### src/sv/afts_pkg.sv
`timescale 1ns / 1ps

package afts_pkg;

  // detection phase, one-hot
  typedef enum logic [2:0] {
    PH_DETECT = 3'b001,
    PH_HEADER = 3'b010,
    PH_SKIP   = 3'b100
  } phase_t;

  // candidate flag bits
  localparam int unsigned F_ID3  = 0;
  localparam int unsigned F_FLAC = 1;
  localparam int unsigned F_MP3  = 2;
  localparam int unsigned F_WAVE = 3;

  // result codes
  localparam logic [1:0] TYPE_NONE = 2'd0;
  localparam logic [1:0] TYPE_FLAC = 2'd1;
  localparam logic [1:0] TYPE_MP3  = 2'd2;
  localparam logic [1:0] TYPE_WAVE = 2'd3;

  localparam logic [4:0] ID3V2_HEADER_LAST = 5'd9;
  localparam logic [4:0] SIZE_FIRST        = 5'd6;
  localparam logic [4:0] ID3_LAST          = 5'd2;
  localparam logic [4:0] SIG_LAST          = 5'd3;
  localparam logic [4:0] WAVE_LAST         = 5'd21;
  localparam logic [7:0] SYNC_BYTE         = 8'hFF;
  localparam logic [3:0] SYNC_NIBBLE       = 4'hF;

  typedef struct packed {
    logic [7:0] data_byte;
    logic       end_of_file;
  } item_t;

  typedef struct packed {
    logic       emit;
    logic [1:0] file_type;
  } result_t;

  // "ID3" at offsets 0 to 2
  function automatic logic id3_hit(input logic [1:0] p, input logic [7:0] b);
    logic hit;
    begin
      case (p)
        2'd0:    hit = (b == 8'h49);
        2'd1:    hit = (b == 8'h44);
        2'd2:    hit = (b == 8'h33);
        default: hit = 1'b0;
      endcase
      return hit;
    end
  endfunction

  // "fLaC" at offsets 0 to 3
  function automatic logic flac_hit(input logic [1:0] p, input logic [7:0] b);
    logic hit;
    begin
      case (p)
        2'd0:    hit = (b == 8'h66);
        2'd1:    hit = (b == 8'h4C);
        2'd2:    hit = (b == 8'h61);
        default: hit = (b == 8'h43);
      endcase
      return hit;
    end
  endfunction

  // RIFF / WAVE / fmt / PCM tag, unchecked offsets always match
  function automatic logic wave_hit(input logic [4:0] p, input logic [7:0] b);
    logic hit;
    begin
      case (p)
        5'd0:    hit = (b == 8'h52);
        5'd1:    hit = (b == 8'h49);
        5'd2:    hit = (b == 8'h46);
        5'd3:    hit = (b == 8'h46);
        5'd8:    hit = (b == 8'h57);
        5'd9:    hit = (b == 8'h41);
        5'd10:   hit = (b == 8'h56);
        5'd11:   hit = (b == 8'h45);
        5'd12:   hit = (b == 8'h66);
        5'd13:   hit = (b == 8'h6D);
        5'd14:   hit = (b == 8'h74);
        5'd15:   hit = (b == 8'h20);
        5'd20:   hit = (b == 8'h01);
        5'd21:   hit = (b == 8'h00);
        default: hit = 1'b1;
      endcase
      return hit;
    end
  endfunction

endpackage

### src/sv/afts_in_reg.sv
`timescale 1ns / 1ps

module afts_in_reg (
  input  logic            clk,
  input  logic            rst_n,
  input  logic            in_valid,
  output logic            in_ready,
  input  afts_pkg::item_t in_item,
  input  logic            adv,
  output logic            s1_valid,
  output afts_pkg::item_t s1_item
);

  logic            valid_r, valid_nxt;
  afts_pkg::item_t item_r;

  // stage holds one item, refilled whenever it drains
  assign in_ready  = !valid_r || adv;
  assign valid_nxt = in_ready ? in_valid : valid_r;

  always_ff @(posedge clk) begin
    if (!rst_n) begin
      valid_r <= 1'b0;
    end else begin
      valid_r <= valid_nxt;
    end
  end

  always_ff @(posedge clk) begin
    if (in_ready && in_valid) begin
      item_r <= in_item;
    end
  end

  assign s1_valid = valid_r;
  assign s1_item  = item_r;

endmodule

### src/sv/afts_core.sv
`timescale 1ns / 1ps

module afts_core (
  input  logic              clk,
  input  logic              rst_n,
  input  logic              fire,
  input  afts_pkg::item_t   item,
  output afts_pkg::result_t res
);

  afts_pkg::phase_t phase_r, phase_nxt;
  logic [4:0]       pos_r, pos_nxt;
  logic [27:0]      skip_r, skip_nxt;
  logic [3:0]       flags_r, flags_nxt;
  logic             decided_r, decided_nxt;

  logic [7:0]  b;
  logic        eof;
  logic [27:0] skip_hdr;
  logic [27:0] skip_dec;
  logic [3:0]  f;
  logic        det_emit;
  logic [1:0]  det_type;

  assign b        = item.data_byte;
  assign eof      = item.end_of_file;
  assign skip_hdr = (pos_r >= afts_pkg::SIZE_FIRST) ? {skip_r[20:0], b[6:0]} : skip_r;
  assign skip_dec = skip_r - 28'd1;

  // candidate checks at the current offset
  always_comb begin
    f = flags_r;
    if (!(pos_r <= afts_pkg::ID3_LAST && afts_pkg::id3_hit(pos_r[1:0], b))) begin
      f[afts_pkg::F_ID3] = 1'b0;
    end
    if (!(pos_r <= afts_pkg::SIG_LAST && afts_pkg::flac_hit(pos_r[1:0], b))) begin
      f[afts_pkg::F_FLAC] = 1'b0;
    end
    if (pos_r > afts_pkg::SIG_LAST ||
        (pos_r == 5'd0 && b != afts_pkg::SYNC_BYTE) ||
        (pos_r == 5'd1 && b[7:4] != afts_pkg::SYNC_NIBBLE)) begin
      f[afts_pkg::F_MP3] = 1'b0;
    end
    if (pos_r > afts_pkg::WAVE_LAST || !afts_pkg::wave_hit(pos_r, b)) begin
      f[afts_pkg::F_WAVE] = 1'b0;
    end
  end

  // next state for one byte
  always_comb begin
    phase_nxt   = phase_r;
    pos_nxt     = pos_r;
    skip_nxt    = skip_r;
    flags_nxt   = flags_r;
    decided_nxt = decided_r;
    det_emit    = 1'b0;
    det_type    = afts_pkg::TYPE_NONE;
    if (!decided_r) begin
      case (phase_r)
        afts_pkg::PH_HEADER: begin
          skip_nxt = skip_hdr;
          if (pos_r >= afts_pkg::ID3V2_HEADER_LAST) begin
            pos_nxt   = 5'd0;
            flags_nxt = 4'b1110;
            phase_nxt = (skip_hdr == 28'd0) ? afts_pkg::PH_DETECT : afts_pkg::PH_SKIP;
          end else begin
            pos_nxt = pos_r + 5'd1;
          end
        end
        afts_pkg::PH_SKIP: begin
          skip_nxt = skip_dec;
          if (skip_dec == 28'd0) begin
            phase_nxt = afts_pkg::PH_DETECT;
            pos_nxt   = 5'd0;
          end
        end
        afts_pkg::PH_DETECT: begin
          flags_nxt = f;
          if (f == 4'd0) begin
            det_emit = 1'b1;
          end else if (pos_r == afts_pkg::ID3_LAST && f[afts_pkg::F_ID3]) begin
            phase_nxt = afts_pkg::PH_HEADER;
            pos_nxt   = 5'd3;
            skip_nxt  = 28'd0;
          end else if (pos_r == afts_pkg::SIG_LAST && f[afts_pkg::F_FLAC]) begin
            det_emit = 1'b1;
            det_type = afts_pkg::TYPE_FLAC;
          end else if (pos_r == afts_pkg::SIG_LAST && f[afts_pkg::F_MP3]) begin
            det_emit = 1'b1;
            det_type = afts_pkg::TYPE_MP3;
          end else if (pos_r == afts_pkg::WAVE_LAST && f[afts_pkg::F_WAVE]) begin
            det_emit = 1'b1;
            det_type = afts_pkg::TYPE_WAVE;
          end else begin
            pos_nxt = pos_r + 5'd1;
          end
        end
        default: begin
          phase_nxt = afts_pkg::PH_DETECT;
        end
      endcase
      if (det_emit) begin
        decided_nxt = 1'b1;
      end
    end
    // end of file rearms everything
    if (eof) begin
      phase_nxt   = afts_pkg::PH_DETECT;
      pos_nxt     = 5'd0;
      skip_nxt    = 28'd0;
      flags_nxt   = 4'b1111;
      decided_nxt = 1'b0;
    end
  end

  // one result per file: the decision, or none at end of file
  assign res.emit      = !decided_r && (det_emit || eof);
  assign res.file_type = det_type;

  always_ff @(posedge clk) begin
    if (!rst_n) begin
      phase_r   <= afts_pkg::PH_DETECT;
      pos_r     <= 5'd0;
      skip_r    <= 28'd0;
      flags_r   <= 4'b1111;
      decided_r <= 1'b0;
    end else if (fire) begin
      phase_r   <= phase_nxt;
      pos_r     <= pos_nxt;
      skip_r    <= skip_nxt;
      flags_r   <= flags_nxt;
      decided_r <= decided_nxt;
    end
  end

endmodule

### src/sv/afts_out_reg.sv
`timescale 1ns / 1ps

module afts_out_reg (
  input  logic              clk,
  input  logic              rst_n,
  input  logic              fire,
  input  afts_pkg::result_t res,
  output logic              free,
  output logic              out_valid,
  input  logic              out_ready,
  output logic [1:0]        out_type
);

  logic       valid_r, valid_nxt;
  logic [1:0] type_r;

  // slot is free when empty or being taken this cycle
  assign free      = !valid_r || out_ready;
  assign valid_nxt = free ? (fire && res.emit) : valid_r;

  always_ff @(posedge clk) begin
    if (!rst_n) begin
      valid_r <= 1'b0;
    end else begin
      valid_r <= valid_nxt;
    end
  end

  always_ff @(posedge clk) begin
    if (free && fire && res.emit) begin
      type_r <= res.file_type;
    end
  end

  assign out_valid = valid_r;
  assign out_type  = type_r;

endmodule

### src/sv/audio_file_type_sniffer.sv
`timescale 1ns / 1ps

// channel | ports                      | contents
// in      | in_tvalid/in_tready        | tdata[7:0] data_byte, tlast end_of_file
// out     | out_tvalid/out_tready      | tdata[1:0] file_type, tdata[7:2] zero
//
// one byte per clock while the output is not stalled; each byte's result is registered
// the detect step (compare plus position and size counters) sits between an
// input register and an output register
// rst_n is synchronous and returns the block to the start-of-file state
// a held result stalls the input stage only when the output register stays full

module audio_file_type_sniffer (
  input  logic       clk,
  input  logic       rst_n,
  input  logic       in_tvalid,
  output logic       in_tready,
  input  logic [7:0] in_tdata,   // [7:0] data_byte
  input  logic       in_tlast,
  output logic       out_tvalid,
  input  logic       out_tready,
  output logic [7:0] out_tdata   // [1:0] file_type, [7:2] zero
);

  afts_pkg::item_t   in_item;
  afts_pkg::item_t   s1_item;
  afts_pkg::result_t res;
  logic              s1_valid;
  logic              out_free;
  logic              fire;
  logic [1:0]        out_type;

  assign in_item.data_byte   = in_tdata;
  assign in_item.end_of_file = in_tlast;
  assign fire                = s1_valid && out_free;

  // input register
  afts_in_reg u_in (
    .clk      (clk),
    .rst_n    (rst_n),
    .in_valid (in_tvalid),
    .in_ready (in_tready),
    .in_item  (in_item),
    .adv      (out_free),
    .s1_valid (s1_valid),
    .s1_item  (s1_item)
  );

  // detection state and step logic
  afts_core u_core (
    .clk   (clk),
    .rst_n (rst_n),
    .fire  (fire),
    .item  (s1_item),
    .res   (res)
  );

  // result register
  afts_out_reg u_out (
    .clk       (clk),
    .rst_n     (rst_n),
    .fire      (fire),
    .res       (res),
    .free      (out_free),
    .out_valid (out_tvalid),
    .out_ready (out_tready),
    .out_type  (out_type)
  );

  assign out_tdata = {6'd0, out_type};

endmodule

### config.mk
export PLATFORM = sky130hd
export DESIGN_NAME = audio_file_type_sniffer
export DESIGN_NICKNAME = d
export VERILOG_FILES = /design/src/sv/afts_pkg.sv /design/src/sv/afts_in_reg.sv /design/src/sv/afts_core.sv /design/src/sv/afts_out_reg.sv /design/src/sv/audio_file_type_sniffer.sv
export SDC_FILE = /design/constraint.sdc
export NUM_CORES = 1
export LEC_CHECK = 0
export BUFFER_PORTS_ARGS = -buffer_cell sky130_fd_sc_hd__buf_2
export CELL_PAD_IN_SITES_DETAIL_PLACEMENT = 1
export CELL_PAD_IN_SITES_GLOBAL_PLACEMENT = 2
export CORE_MARGIN = 5
export CORE_UTILIZATION = 23
export DETAILED_ROUTE_END_ITERATION = 12
export GPL_ROUTABILITY_DRIVEN = 0
export GPL_TIMING_DRIVEN = 1
export MAX_ROUTING_LAYER = met4
export PLACE_DENSITY = 0.55
export SLEW_MARGIN = 20
export SYNTH_ARGS = -nofsm -noshare
export SYNTH_HDL_FRONTEND = slang
export SYNTH_HIERARCHICAL = 1
export SYNTH_SLANG_ARGS = --single-unit
### constraint.sdc
create_clock -name clk -period 3.7 [get_ports clk]
set_input_delay 0.185 -clock clk [delete_from_list [all_inputs] [get_ports clk]]
set_output_delay 0.185 -clock clk [all_outputs]
set_load 0.02 [all_outputs]
==> run metrics, run 1 <==
crit-path cells inv_1, ha_1, buf_4, o21ai_0, nand4_1, mux2i_1, o41ai_4, o211ai_1, and2_1, or4_1, nor3b_2; wire length per cell 19.1 µm; critical path capture point type flop; Post-CTS Setup Bufs 0; Core Area 18800 µm²; worst hold margin 0.0512 ns; Power Dens Cells 265 nW/µm²; maximum vdd drop 149 µV; fin worst setup slack 0.182 ns; proportion of synthesized area in mux cells 0.0228; post-synth cell types 78; Worst Path Max Fanout 7; total wire length 16.7 mm; compound-gate portion of the synthesized area 0.277; Min-Delay Path Class primary input to flop; drc violations 0; post-route ant nets 0; I/O Pins 23; Simple-Gate Fraction of Synth Area 0.312; Worst Path Required 3.85 ns; TritonCTS Buffers 5; unrepaired setup endpoints after global routing yes; vias per std cell 5.18; Bufs and invs on worst path 2; Placed Area 4880 µm²; vias 4515; CP max-delay cell or4_1; layout cells sized above 1 0.144; Syn. warnings 6; Final Max Slew Viols 0; hpwl dp 12.4 mm; overall power 1.34 mW; Util after Layout 0.268; critical path type flop to flop; Mapped Avg Cell Area 7.39 µm²; # placed instances 865; type of origin of the critical path flop; status completed; period utilisation layout 0.951; Arrival @ worst endpoint 3.67 ns; clock tree sinks 54; LEAKAGE 1.79 nW; Setup TNS 0 ns; Top delay family on crit path simple AND/OR/NAND/NOR gates; Fmax 0.284 GHz; vias in the first global route 4573; worst stage delay on the critical path 0.56 ns; total grt overflow 0; ANT cells 0; Global Route Usage Sum 0.156; Clock Skew 0.00596 ns; pre-CTS WS 0.0236 ns; largest family of logic cells by synthesized area simple AND/OR/NAND/NOR gates; largest net degree at the start of global routing 26; final cell count without fillers 872; Clock Latency Late Sink 0.31 ns; post-layout net count 634; max_cap viols 0; I/O Buffers 16; Die W 149 µm; Final Hold Vio Count 0; CTS tree yes; worst-case clock buffer depth 2; first-pass GRT wire length 27.0 mm; Clock transition at path regs 0.07 ns; crit path time final 3.52 ns; Post-Synth XOR/XNOR Area 0.0276; Rows 50; first-pass iteration count of the detailed router 4; Cell Area, Synth 4440 µm²; Post-Synth Adder-Cell Area 0.0254; commonest register cell after synthesis dfxtp_1; Cells after Synth 601; Synth-to-Final Area Change 13.7%; Finish-stage setup viols 0; # hold bufs at CTS 0; Finished Cell Area 5050 µm²; worst slew pin tran 0.835 ns; slew margin rel. 0.439; Clock H-tree levels 2; Detailed Route Iter0 Violations 297; Seq/Total Area, Yosys 0.268; register bit total from synthesis 54; initial antenna violation count 0; Initial Util 0.236; Async SR Flop Fraction 0; root buffer cell clkbuf_16; Post-synth EDFFs 11; DIE AREA 22200 µm²; Die Span Y 149 µm
## flip-flops by register name, summed over array words and instances, names as in the netlist
name              flops
u_core/skip_r        28
u_in/s1_item          9
u_core/pos_r          5
u_core/flags_r        4
u_core/phase_r        3
u_out/out_type        2
u_core/decided_r      1
u_in/s1_valid         1
u_out/out_valid       1
## Yosys cell counts (4+ instances only)
library cell / count / share of area
buf_4: 7 / 0.012
ha_1: 9 / 0.025
nor4_1: 11 / 0.016
a22oi_1: 12 / 0.020
o21a_1: 4 / 0.0068
clkbuf_1: 33 / 0.028
nand4_1: 10 / 0.014
nand2b_1: 10 / 0.014
mux2i_1: 9 / 0.020
a31oi_1: 4 / 0.0056
o211ai_1: 6 / 0.010
and2_1: 7 / 0.0099
o2111ai_1: 5 / 0.0099
a21oi_1: 58 / 0.065
or3_1: 12 / 0.017
nor3b_1: 6 / 0.010
nor2b_1: 9 / 0.013
nor3_1: 20 / 0.023
edfxtp_1: 11 / 0.074
o21ai_0: 47 / 0.053
xor2_1: 5 / 0.0099
or4_1: 4 / 0.0068
xnor2_1: 9 / 0.018
nand3_1: 12 / 0.014
nand2_1: 56 / 0.047
dfxtp_1: 43 / 0.19
o31ai_1: 7 / 0.012
nor2_1: 71 / 0.060
buf_2: 9 / 0.010
a32oi_1: 4 / 0.0079
inv_1: 15 / 0.013
## layer usage
metal  vias up  wire length, µm  global-route usage
li1       2216                -                   -
met1      2237             8410               0.218
met2        52             7600               0.242
met3        10              514              0.0222
met4         0              162              0.0330
met5         -                0                   -
## layout make-up
type	count	area, µm²
timing repair buffer	49	328
sequential	54	1190
clock buffer	7	133
multi-input combinational	486	3010
tap	260	325
inverter	16	60.1
fill	2284	13800
## power breakdown
group          internal, mW  switching, mW
combinational        0.0739          0.133
sequential            0.616         0.0216
clock                 0.250          0.241
## cells in the final DEF (no fill, tap or decap), types with 12 or more instances in the layout
master and count:
nor2_1 71, a21oi_1 58, nand2_1 56, o21ai_0 45, dfxtp_1 40, buf_4 33, nor3_1 19, buf_2 16
inv_1 15, or3_1 12, a22oi_1 12, nand3_1 12
## worst register-to-register path, delay by kind of cell (launching register included)
family                   cells  cell delay, ns
adder cells (fa/ha/maj)      1            0.25
AO/OA/AOI/OAI                3            1.05
flip-flops                   1            0.41
AND/OR/NAND/NOR              4            1.12
buffers and inverters        2            0.33
multiplexers                 1            0.21
## what timing repair did
action	CTS	global route
setup endpoints to repair	1	9
gates resized for setup	1	11
pin swaps	0	1
## final timing paths
| path | from | to | slack [ns] | cells after the start |
|---|---|---|---|---|
| setup reg to reg | u_core/pos_r[1] | u_out/out_type[1] | 0.18 | 11 |
| hold reg to reg | u_core/flags_r[2] | u_core/flags_r[2] | 0.48 | 1 |
| hold / removal | in_tdata[0] | u_in/s1_item[1] | 0.05 | 1 |
| setup / recovery | u_core/pos_r[1] | u_out/out_type[1] | 0.18 | 11 |
## cells by family (layout without fill, tap and decap cells)
family / count (synthesis) / count (layout)
compound gates: 188 / 188
buf+inv: 66 / 72
mux: 10 / 10
fa+ha+maj: 9 / 9
flops: 54 / 54
simple gates: 259 / 259
xor+xnor: 14 / 14
other cells: 1 / 6
Note: power is estimated with default switching activity, not from simulation.
==> inputs of run 2 (changes only) <==
--- a/config.mk
+++ b/config.mk
@@ -6,6 +6,7 @@
 export NUM_CORES = 1
 export LEC_CHECK = 0
 export BUFFER_PORTS_ARGS = -buffer_cell sky130_fd_sc_hd__buf_2
+export CAP_MARGIN = 20
 export CELL_PAD_IN_SITES_DETAIL_PLACEMENT = 1
 export CELL_PAD_IN_SITES_GLOBAL_PLACEMENT = 2
 export CORE_MARGIN = 5
@@ -13,6 +14,7 @@
 export DETAILED_ROUTE_END_ITERATION = 12
 export GPL_ROUTABILITY_DRIVEN = 0
 export GPL_TIMING_DRIVEN = 1
+export HOLD_SLACK_MARGIN = 0.1
 export MAX_ROUTING_LAYER = met4
 export PLACE_DENSITY = 0.55
 export SLEW_MARGIN = 20
==> run 2 against run 1 <==
  * Utilization increased by 0.48 points
  * Clock power about the same
  * First-iteration DRC count shrank 4.0%
  * Count of clock-buffer cells in the layout unchanged
==> run metrics, run 2 (synthesis results as in run 1) <==
root buffer cell clkbuf_16 (unchanged); initial antenna violation count 0 (unchanged); overall power 1.35 mW (was 1.34 mW); worst slew pin tran 0.825 ns (was 0.835 ns); Min-Delay Path Class primary input to flop (unchanged); wire length per cell 19.0 µm (was 19.1 µm); Clock Skew 0.00643 ns (was 0.00596 ns); slew margin rel. 0.446 (was 0.439); Util after Layout 0.273 (was 0.268); hpwl dp 12.4 mm (unchanged); unrepaired setup endpoints after global routing yes (unchanged); total grt overflow 0 (unchanged); final cell count without fillers 881 (was 872); CTS tree yes (unchanged); Final Hold Vio Count 0 (unchanged); met2 Track Usage GR 0.243 (was 0.242); critical path type flop to flop (unchanged); most frequent cells in the layout 71 x nor2_1, 58 x a21oi_1, 56 x nand2_1, 45 x o21ai_0, 40 x dfxtp_1 (unchanged); fin worst setup slack 0.179 ns (was 0.182 ns); I/O Buffers 16 (unchanged); clock tree sinks 54 (unchanged); met3 Use GR 0.0219 (was 0.0222); Setup TNS 0 ns (unchanged); total wire length 16.7 mm (about the same); post-route ant nets 0 (unchanged); crit path time final 3.52 ns (about the same); drc violations 0 (unchanged); Arrival @ worst endpoint 3.68 ns (was 3.67 ns); Fmax 0.284 GHz (about the same); NetSw 399 µW (was 396 µW); type of origin of the critical path flop (unchanged); Global Route Usage Sum 0.157 (was 0.156); Finished Cell Area 5140 µm² (was 5050 µm²); logic gate share of total power 0.160 (was 0.155); # placed instances 865 (unchanged); max_cap viols 0 (unchanged); Final Max Slew Viols 0 (unchanged); Power Dens Cells 262 nW/µm² (was 265 nW/µm²); Finish-stage setup viols 0 (unchanged); Clock Latency Late Sink 0.31 ns (about the same); LEAKAGE 1.82 nW (was 1.79 nW); I/O Pins 23 (unchanged); Post-CTS Setup Bufs 0 (unchanged); vias per std cell 5.15 (was 5.18); Die Span Y 149 µm (unchanged); Worst Path Required 3.86 ns (was 3.85 ns); period utilisation layout 0.952 (was 0.951); met1 Resource Use GR 0.219 (was 0.218); Clock Power Share 0.367 (about the same); gr busiest metal met2 (unchanged); worst-case clock buffer depth 2 (unchanged); Synth-to-Final Area Change 15.7% (was 13.7%); largest net degree at the start of global routing 26 (unchanged); Core Area 18800 µm² (unchanged); vias 4537 (was 4515); pre-CTS WS 0.0236 ns (unchanged); status completed (unchanged); Die W 149 µm (unchanged); DIE AREA 22200 µm² (unchanged); vias in the first global route 4611 (was 4573); TritonCTS Buffers 5 (unchanged); Sw Ratio 0.297 (was 0.296); post-layout net count 643 (was 634); first-pass iteration count of the detailed router 4 (unchanged); commonest non-fill, non-tap cell in the layout nor2_1 (unchanged); Clock transition at path regs 0.07 ns (about the same); Rows 50 (unchanged); critical path capture point type flop (unchanged); first-pass GRT wire length 27.1 mm (was 27.0 mm); Internal 946 µW (was 940 µW); max reg flops 28 (unchanged); maximum vdd drop 151 µV (was 149 µV); Initial Util 0.236 (unchanged); ANT cells 0 (unchanged); Clock H-tree levels 2 (unchanged); Placed Area 4880 µm² (unchanged); layout cells sized above 1 0.142 (was 0.144); Detailed Route Iter0 Violations 285 (was 297); sequential power share 0.474 (was 0.477); Worst Path Max Fanout 6 (was 7); Biggest register u_core/skip_r (unchanged); worst hold margin 0.126 ns (was 0.0512 ns)
-- run 2: power by group through the flow --
stage | Combinational [mW] | Sequential, mW | Clock, mW
after global placement | 0.207 | 0.651 | 0
after floorplan | 0.144 | 0.642 | 0
after detailed placement | 0.207 | 0.652 | 0
after CTS | 0.216 | 0.638 | 0.517
after global routing | 0.238 | 0.640 | 0.536
final | 0.215 | 0.637 | 0.493
-- run 2: cell type report --
type / instances / area, µm²
well taps: 260 / 325
repair buffers: 58 / 418
clock buffers: 7 / 133
multi-input cells: 486 / 3010
inverters: 16 / 60.1
fillers: 2283 / 13700
flip-flops and latches: 54 / 1190
-- run 2: repair_timing --
| action | 4_1_cts | 5_1_grt |
|---|---|---|
| hold endpoints to repair | 9 | 0 |
| pin swaps | 0 | 1 |
| setup endpoints to repair | 1 | 9 |
| hold buffers | 9 | 0 |
| gates resized for setup | 1 | 11 |
-- run 2: worst paths after layout --
kind	start	end	slack, ns	cells after the start
worst max-delay path	u_core/pos_r[1]	u_out/out_type[1]	0.18	11
worst min-delay path	in_tvalid	u_in/s1_valid	0.13	3
worst min register to register	u_core/flags_r[2]	u_core/flags_r[2]	0.48	1
worst max register to register	u_core/pos_r[1]	u_out/out_type[1]	0.18	11
-- run 2: per-layer routing --
metal	up-vias	part of all wire
li1	2234	-
met1	2250	0.51
met2	41	0.45
met3	12	0.024
met4	0	0.012
met5	-	0
-- run 2: critical path, stage by stage (launching register included) --
cell and delay [ns]:
dfxtp_1 0.35, inv_1 0.21, ha_2 0.28, nor2b_1 0.30, o21ai_2 0.14, a311oi_1 0.34
xnor2_1 0.17, o41ai_4 0.47, o211ai_1 0.16, and2_1 0.20, or4_1 0.55, nor3b_2 0.18
==> inputs of run 3 (changes only) <==
--- a/config.mk
+++ b/config.mk
@@ -16,7 +16,7 @@
 export GPL_TIMING_DRIVEN = 1
 export HOLD_SLACK_MARGIN = 0.1
 export MAX_ROUTING_LAYER = met4
-export PLACE_DENSITY = 0.55
+export PLACE_DENSITY_LB_ADDON = 0.1
 export SLEW_MARGIN = 20
 export SYNTH_ARGS = -nofsm -noshare
 export SYNTH_HDL_FRONTEND = slang
==> constraint.sdc (replaced) <==
create_clock -name clk -period 3 [get_ports clk]
set_input_delay 0.15 -clock clk [delete_from_list [all_inputs] [get_ports clk]]
set_output_delay 0.15 -clock clk [all_outputs]
set_load 0.02 [all_outputs]
==> run 3 against run 2 <==
  * Flip-flop and latch count did not move
  * The flow now finishes with violations (negative setup slack)
  * Largest cell class unchanged
  * Combinational power rose by 66%
  * Cell area rose by 24%
  * Largest power group unchanged
  * Maximum frequency rose by 12%
  * Worst hold slack improved by 0.0050 ns
  * Worst setup slack got worse by 0.32 ns
  * Highest routed layer unchanged
==> run metrics, run 3 (synthesis results as in run 1) <==
total wire length 19.1 mm (was 16.7 mm); largest net degree at the start of global routing 29 (was 26); post-route ant nets 0 (unchanged); CTS tree yes (unchanged); Clock transition at path regs 0.08 ns (was 0.07 ns); Bufs and invs on worst path 2 (was 1); Die W 149 µm (unchanged); reg2reg setup slack -0.14 ns (was 0.18 ns); drc violations 0 (unchanged); worst-case clock buffer depth 2 (unchanged); critical path capture point type flop (unchanged); Worst Path Required 3.03 ns (was 3.86 ns); reg2reg path depth 14 (was 11); Power Dens Cells 285 nW/µm² (was 262 nW/µm²); first-pass iteration count of the detailed router 4 (unchanged); Min-Delay Path Class primary input to flop (unchanged); commonest non-fill, non-tap cell in the layout buf_4 (was nor2_1); Global Route Usage Sum 0.172 (was 0.157); I/O Buffers 16 (unchanged); DIE AREA 22200 µm² (unchanged); Sw Ratio 0.297 (about the same); Synth-to-Final Area Change 43.4% (was 15.7%); max_cap viols 0 (unchanged); Clock H-tree levels 2 (unchanged); Final Max Slew Viols 0 (unchanged); unrepaired setup endpoints after global routing yes (unchanged); Clock Skew 0.00881 ns (was 0.00643 ns); LEAKAGE 2.46 nW (was 1.82 nW); period utilisation layout 1.05 (was 0.952); root buffer cell clkbuf_16 (unchanged); Clock Power Share 0.375 (was 0.367); Rows 50 (unchanged); Top delay family on crit path simple AND/OR/NAND/NOR gates (unchanged); logic gate share of total power 0.196 (was 0.160); Detailed Route Iter0 Violations 234 (was 285); worst stage delay on the critical path 0.40 ns (was 0.55 ns); Hold Path Origin rst_n (was in_tvalid); Die Span Y 149 µm (unchanged); critical path type flop to flop (unchanged); status finished, violations left (was completed); overall power 1.81 mW (was 1.35 mW); reg2reg end u_out/out_type[0] (was u_out/out_type[1]); crit path time final 3.14 ns (was 3.52 ns); Final Hold Vio Count 0 (unchanged); initial antenna violation count 0 (unchanged); Arrival @ worst endpoint 3.17 ns (was 3.68 ns); Worst Path Max Fanout 6 (unchanged); Finish-stage setup viols 6 (was 0); worst hold path cell count 2 (was 3); type of origin of the critical path flop (unchanged); Initial Util 0.236 (unchanged); I/O Pins 23 (unchanged); NetSw 539 µW (was 399 µW); hold endpoint u_core/flags_r[1] (was u_in/s1_valid); vias per std cell 5.11 (was 5.15); TritonCTS Buffers 5 (unchanged); vias 5045 (was 4537); slew margin rel. 0.642 (was 0.446); total grt overflow 0 (unchanged); max reg flops 28 (unchanged); Internal 1.28 mW (was 946 µW); Core Area 18800 µm² (unchanged); CP max-delay cell dfxtp_4 (was or4_1); Setup TNS -0.603 ns (was 0 ns); worst slew pin tran 0.535 ns (was 0.825 ns); Clock Latency Late Sink 0.31 ns (about the same); FF-to-FF Start u_core/pos_r[0] (was u_core/pos_r[1]); hpwl dp 14.4 mm (was 12.4 mm); layout cells sized above 1 0.344 (was 0.142); vias in the first global route 5301 (was 4611); wire length per cell 19.4 µm (was 19.0 µm); Fmax 0.318 GHz (was 0.284 GHz); ANT cells 0 (unchanged); clock tree sinks 54 (unchanged); Biggest register u_core/skip_r (unchanged); fin worst setup slack -0.144 ns (was 0.179 ns); violated checks negative setup slack; post-layout net count 748 (was 643); sequential power share 0.429 (was 0.474); crit-path cells inv_4, ha_4, or3_4, o2bb2ai_2, or3_1, nand4b_1, o41ai_4, o211ai_1, and2_4, buf_6, o21ai_2, a21oi_2, nand2_2, nor2b_4 (was inv_1, ha_2, nor2b_1, o21ai_2, a311oi_1, xnor2_1, o41ai_4, o211ai_1, and2_1, or4_1, nor3b_2); most frequent cells in the layout 129 x buf_4, 68 x nor2_1, 54 x nand2_1, 53 x a21oi_1, 39 x o21ai_0 (was 71 x nor2_1, 58 x a21oi_1, 56 x nand2_1, 45 x o21ai_0, 40 x dfxtp_1); first-pass GRT wire length 29.5 mm (was 27.1 mm); maximum vdd drop 181 µV (was 151 µV)
run 3: layout make-up:
cell class / count / area, µm²
Fill cell: 2285 / 12500
Multi-Input combinational cell: 486 / 3370
Timing Repair Buffer: 163 / 1240
Sequential cell: 54 / 1200
Tap cell: 260 / 325
Clock buffer: 8 / 158
Inverter: 16 / 70.1
run 3: how the worst max path moves through the flow:
| stage | endpoint | cells past startpoint | startpoint |
|---|---|---|---|
| floorplan | u_out/out_type[1] | 12 | u_core/pos_r[0] |
| detailed placement | u_out/out_type[1] | 12 | u_core/pos_r[1] |
| CTS | u_out/out_type[0] | 15 | u_core/pos_r[0] |
| global placement | u_out/out_type[1] | 12 | u_core/pos_r[1] |
| global route | u_out/out_type[0] | 14 | u_core/pos_r[0] |
| finish | u_out/out_type[0] | 14 | u_core/pos_r[0] |
run 3: stage by stage:
step | hold WS (ns) | worst slack [ns] | instances | instance area, µm² | util
finish | 0.131 | -0.144 | 987 | 6370 | 0.338
floorplan | 0.249 | -0.0255 | 606 | 4590 | -
CTS | 0.118 | -0.175 | 981 | 6100 | 0.324
global route | 0.133 | -0.263 | 987 | 6370 | 0.338
global placement | 0.327 | -0.188 | 953 | 5630 | 0.299
detailed placement | 0.328 | -0.245 | 953 | 5630 | 0.299
run 3: repair_timing:
action,CTS,global route
hold buffers,10,0
setup buffers,11,9
pin swaps,20,23
endpoints found under the setup margin,12,37
gates resized for setup,30,49
hold endpoints to repair,10,0
run 3: metal layers:
metal  up-vias  wire [µm]  global-route usage
met4         0        162              0.0288
met2        50       8970               0.281
met1      2528       9560               0.234
met3        12        456              0.0210
met5         -          0                   -
li1       2455          -                   -
run 3: power by group through the flow:
stage / sequential (mW) / clock, mW / combinational (mW)
6_report: 0.779 / 0.681 / 0.356
5_1_grt: 0.781 / 0.733 / 0.387
4_1_cts: 0.779 / 0.710 / 0.338
3_5_place_dp: 0.795 / 0 / 0.308
3_3_place_gp: 0.794 / 0 / 0.305
2_1_floorplan: 0.791 / 0 / 0.181
